<file path="src/design/mi3_fifo.sv">
`timescale 1ns / 1ps
// ----------------------------------------------------------------------------
// mi3_fifo
// Small register queue with push/full and pop/empty sides.
// ----------------------------------------------------------------------------
module mi3_fifo #(
	parameter int WIDTH = 8,
	parameter int DEPTH = 2
) (
	input  logic             clk,
	input  logic             arst_n,
	input  logic             push,
	output logic             full,
	input  logic [WIDTH-1:0] din,
	input  logic             pop,
	output logic             empty,
	output logic [WIDTH-1:0] dout
);

	localparam int PTR_W = (DEPTH > 1) ? $clog2(DEPTH) : 1;
	localparam int CNT_W = $clog2(DEPTH + 1);

	logic [WIDTH-1:0] mem_q [DEPTH];
	logic [PTR_W-1:0] wr_q, rd_q;
	logic [CNT_W-1:0] cnt_q;
	logic             do_push, do_pop;

	assign full    = cnt_q == CNT_W'(DEPTH);
	assign empty   = cnt_q == '0;
	assign do_push = push && !full;
	assign do_pop  = pop && !empty;
	assign dout    = mem_q[rd_q];

	always_ff @(posedge clk or negedge arst_n) begin
		if (!arst_n) begin
			wr_q  <= '0;
			rd_q  <= '0;
			cnt_q <= '0;
		end else begin
			if (do_push) begin
				wr_q <= (wr_q == PTR_W'(DEPTH - 1)) ? '0 : wr_q + 1'b1;
			end
			if (do_pop) begin
				rd_q <= (rd_q == PTR_W'(DEPTH - 1)) ? '0 : rd_q + 1'b1;
			end
			if (do_push && !do_pop) begin
				cnt_q <= cnt_q + 1'b1;
			end else if (do_pop && !do_push) begin
				cnt_q <= cnt_q - 1'b1;
			end
		end
	end

	always_ff @(posedge clk) begin
		if (do_push) begin
			mem_q[wr_q] <= din;
		end
	end

endmodule

</file>
<file path="config.mk">
export PLATFORM = sky130hd
export DESIGN_NAME = mi3_fifo
export DESIGN_NICKNAME = d
export VERILOG_FILES = /design/src/design/mi3_fifo.sv
export SDC_FILE = /design/constraint.sdc
export NUM_CORES = 1
export LEC_CHECK = 0
export BUFFER_PORTS_ARGS = -buffer_cell sky130_fd_sc_hd__clkbuf_2
export CAP_MARGIN = 10
export CORE_MARGIN = 3
export CORE_UTILIZATION = 45
export CTS_CLUSTER_DIAMETER = 40
export CTS_CLUSTER_SIZE = 30
export DETAILED_ROUTE_END_ITERATION = 12
export PLACE_DENSITY = 0.7
export RECOVER_POWER = 25
export SYNTH_ARGS = -nofsm -noshare
export SYNTH_HDL_FRONTEND = slang
export SYNTH_SLANG_ARGS = --single-unit
</file>
<file path="constraint.sdc">
create_clock -name clk -period 3.6 [get_ports clk]
set_input_delay 0.18 -clock clk [delete_from_list [all_inputs] [get_ports clk]]
set_output_delay 0.18 -clock clk [all_outputs]
set_load 0.05 [all_outputs]
</file>
==> impl_metrics.csv <==
group,metric,value,unit
run_status,status,"completed",
global_route,gr-usage-all-layers,10.3,%
setup_path,crit_family,"flip-flops",
yosys,synth_most_common_cell,"edfxtp_1",
power,power.share.clock,14.1,%
route,final_antenna_net_count,0,
floorplanning,fp.dieArea,2270,sq um
timing,setup_slack,1920,ps
power,p_sw_share,43.5,%
timing,slew_headroom,58.8,%
floorplanning,start_util,49.6,%
place,hpwlAfterDp,794,microns
floorplanning,rows,14,
cts,cts_tree,"yes",
min_path,hp-class,"input port to register",
floorplanning,coreArea,1580,sq um
route,detailroute.via_count,414,
timing,rsz0062_at_grt,"no",
timing,finalSetupViolations,0,
place,dp_cells,80,
place,io_buffers,21,
setup_path,worstPathArrival,1500,ps
power,p_int,503,uW
power,pwr-share-seq,41.7,%
place,place_ws,2000,ps
timing,max_clock_freq,594,MHz
floorplanning,die_w,47.7,microns
route,wl_per_cell,12.8,microns
setup_path,startpoint_type,"register",
power,powerDensity,942,nW/um^2
place,routabilityCongestion,0.677,
yosys,synth.top_cells.by_count,"16 x edfxtp_1, 6 x mux2_1, 4 x dfrtp_1",
setup_path,rrSetupSlack,2030,ps
route,viasPerCell,4.87,
setup_path,slowest_stage,"dfrtp_1",
cts,worst_skew_pair.late_latency,290,ps
job,drv_cap,0,
global_route,grt_start_max_net_pins,12,
yosys,ys_seq_area_share,74.2,%
cts,cts_setup_buffers,0,
global_route,grt_pass1_vias,361,
yosys,synth_area_leader_cell,"edfxtp_1",
power,p_switching,388,uW
setup_path,crit_buf_inv,1,
final_layout,nets,83,
yosys,synth_cells,44,
final_layout,postLayoutCoreUtil,60.1,%
timing,hold_violations,0,
cts,cts_htree_levels,1,
final_layout,area_growth_syn_to_layout,21.1,%
yosys,ys_async_sr_fraction,20.0,%
setup_path,path_cells,"mux2_2, clkbuf_2",
cts,cts.clk_slew.worst_paths,110,ps
route,wl,1.09,mm
final_layout,drive_gt1_share,40.6,%
route,drt_iter0_markers,1,
floorplanning,die_y,47.7,microns
global_route,grt_pass1_wl,1.55,mm
yosys,yosysTopAreaCellShare,61.4,%
timing,worst_slew_pin_slew,616,ps
final_layout,diodes,0,
yosys,synth_nets,57,
setup_path,crit_required,3420,ps
power,p_leak,0.400,nW
route,drc_errors,0,
route,drtPass1Iterations,3,
yosys,synthFlopType,"edfxtp_1",
setup_path,cp_slowest_stage_delay,590,ps
cts,cts_buffers,3,
cts,clockRootBuffer,"clkbuf_4",
yosys,yosysWarnings,0,
timing,tns,0,ps
yosys,synthDistinctLibCells,15,
yosys,ys_ff_latch,20,
floorplanning,top_level_ports,22,
power,ir_worst_vdd,0.670,mV
global_route,gr-total-overflow,0,
global_route,antenna_found_initial,0,
final_layout,stdcell_count,85,
timing,whs,70.9,ps
timing,min_period,1680,ps
power,power_frac_comb,44.1,%
yosys,synth.area.top_cells,"edfxtp_1 61%, dfrtp_1 13%, mux2_1 8.6%",
timing,timing.final.crit_share,46.8,%
setup_path,crit_path_end_kind,"output pin",
setup_path,crit_fanout,9,
yosys,synth.cell_area,782,sq um
yosys,avgSynthCellArea,17.8,sq um
timing,fin_skew,1.28,ps
yosys,synth-edff-count,16,
cts,cts.sinks,20,
timing,drv_slew,0,
cts,cts_buffer_depth,2,
setup_path,critPathKind,"register to output pin",
## kinds of logic (layout without fill, tap and decap cells)
logic type	after synthesis	after routing	share of synthesized area (%)
compound gates	1	1	0.639
xor+xnor	5	5	6.56
fa+ha+maj	1	1	1.60
buf+inv	3	28	1.60
flops	20	20	74.2
mux	8	8	11.5
simple gates	6	6	3.84
## metal layers
metal  part of all wire (%)  global-route usage [%]  routed length [microns]
met5                      0                       0                        0
met4                      0                    6.45                        0
met3                    4.7                    4.51                       51
met2                     47                    14.5                      513
met1                     48                    12.9                      520
## registers in the layout (all words and copies together), names as in the netlist
register / flops
wr_q: 1
mem_q: 16
cnt_q: 2
rd_q: 1
## metrics by stage
stage	power (mW)	area (sq um)
6_report	0.892	947
5_1_grt	0.936	947
3_3_place_gp	0.769	902
2_1_floorplan	0.694	782
3_5_place_dp	0.776	902
4_1_cts	0.903	948
## final timing paths
| path | startpoint | to | cells past startpoint |
|---|---|---|---|
| min in group asynchronous | arst_n | cnt_q[1]$_DFFE_PN0P_ | 2 |
| max in group asynchronous | arst_n | wr_q$_DFFE_PN0N_ | 2 |
| worst min register to register | cnt_q[1]$_DFFE_PN0P_ | cnt_q[1]$_DFFE_PN0P_ | 1 |
| worst max-delay path | rd_q$_DFFE_PN0P_ | dout[7] | 2 |
| worst min-delay path | din[2] | mem_q[1][2]$_DFFE_PP_ | 1 |
| worst max register to register | cnt_q[0]$_DFFE_PN0P_ | mem_q[0][0]$_DFFE_PP_ | 3 |
## repair_timing
item / CTS / global route
hold buffers: 1 / 0
hold endpoints to repair: 4 / 0
resized for setup: 0 / 0
endpoints found under the setup margin: 0 / 0
## cell type report
| cell class | instances | area (sq um) |
|---|---|---|
| inverters | 2 | 7.51 |
| multi-input cells | 21 | 189 |
| repair buffers | 22 | 114 |
| clock buffers | 4 | 36.3 |
| fillers | 123 | 629 |
| flip-flops and latches | 20 | 581 |
| well taps | 16 | 20.0 |
## cells in the final DEF, fill, tap and decap left out
master,n
clkbuf_2,20
edfxtp_1,16
mux2_1,6
dfrtp_1,4
nor2_1,3
clkbuf_4,3
mux2_2,2
inv_1,2
xnor2_1,2
xor2_1,2
nand2b_1,1
nand2_2,1
o21ai_1,1
and3_1,1
xnor2_2,1
ha_1,1
clkbuf_8,1
dlygate4sd3_1,1
clkbuf_1,1
## power by group through the flow
stage | registers, mW | clock network [mW] | logic, mW
floorplan | 0.352 | 0 | 0.342
global placement | 0.377 | 0 | 0.392
detailed placement | 0.379 | 0 | 0.397
CTS | 0.374 | 0.130 | 0.399
global route | 0.380 | 0.137 | 0.419
finish | 0.372 | 0.126 | 0.394
No activity file was read; power rests on OpenSTA's default activity.
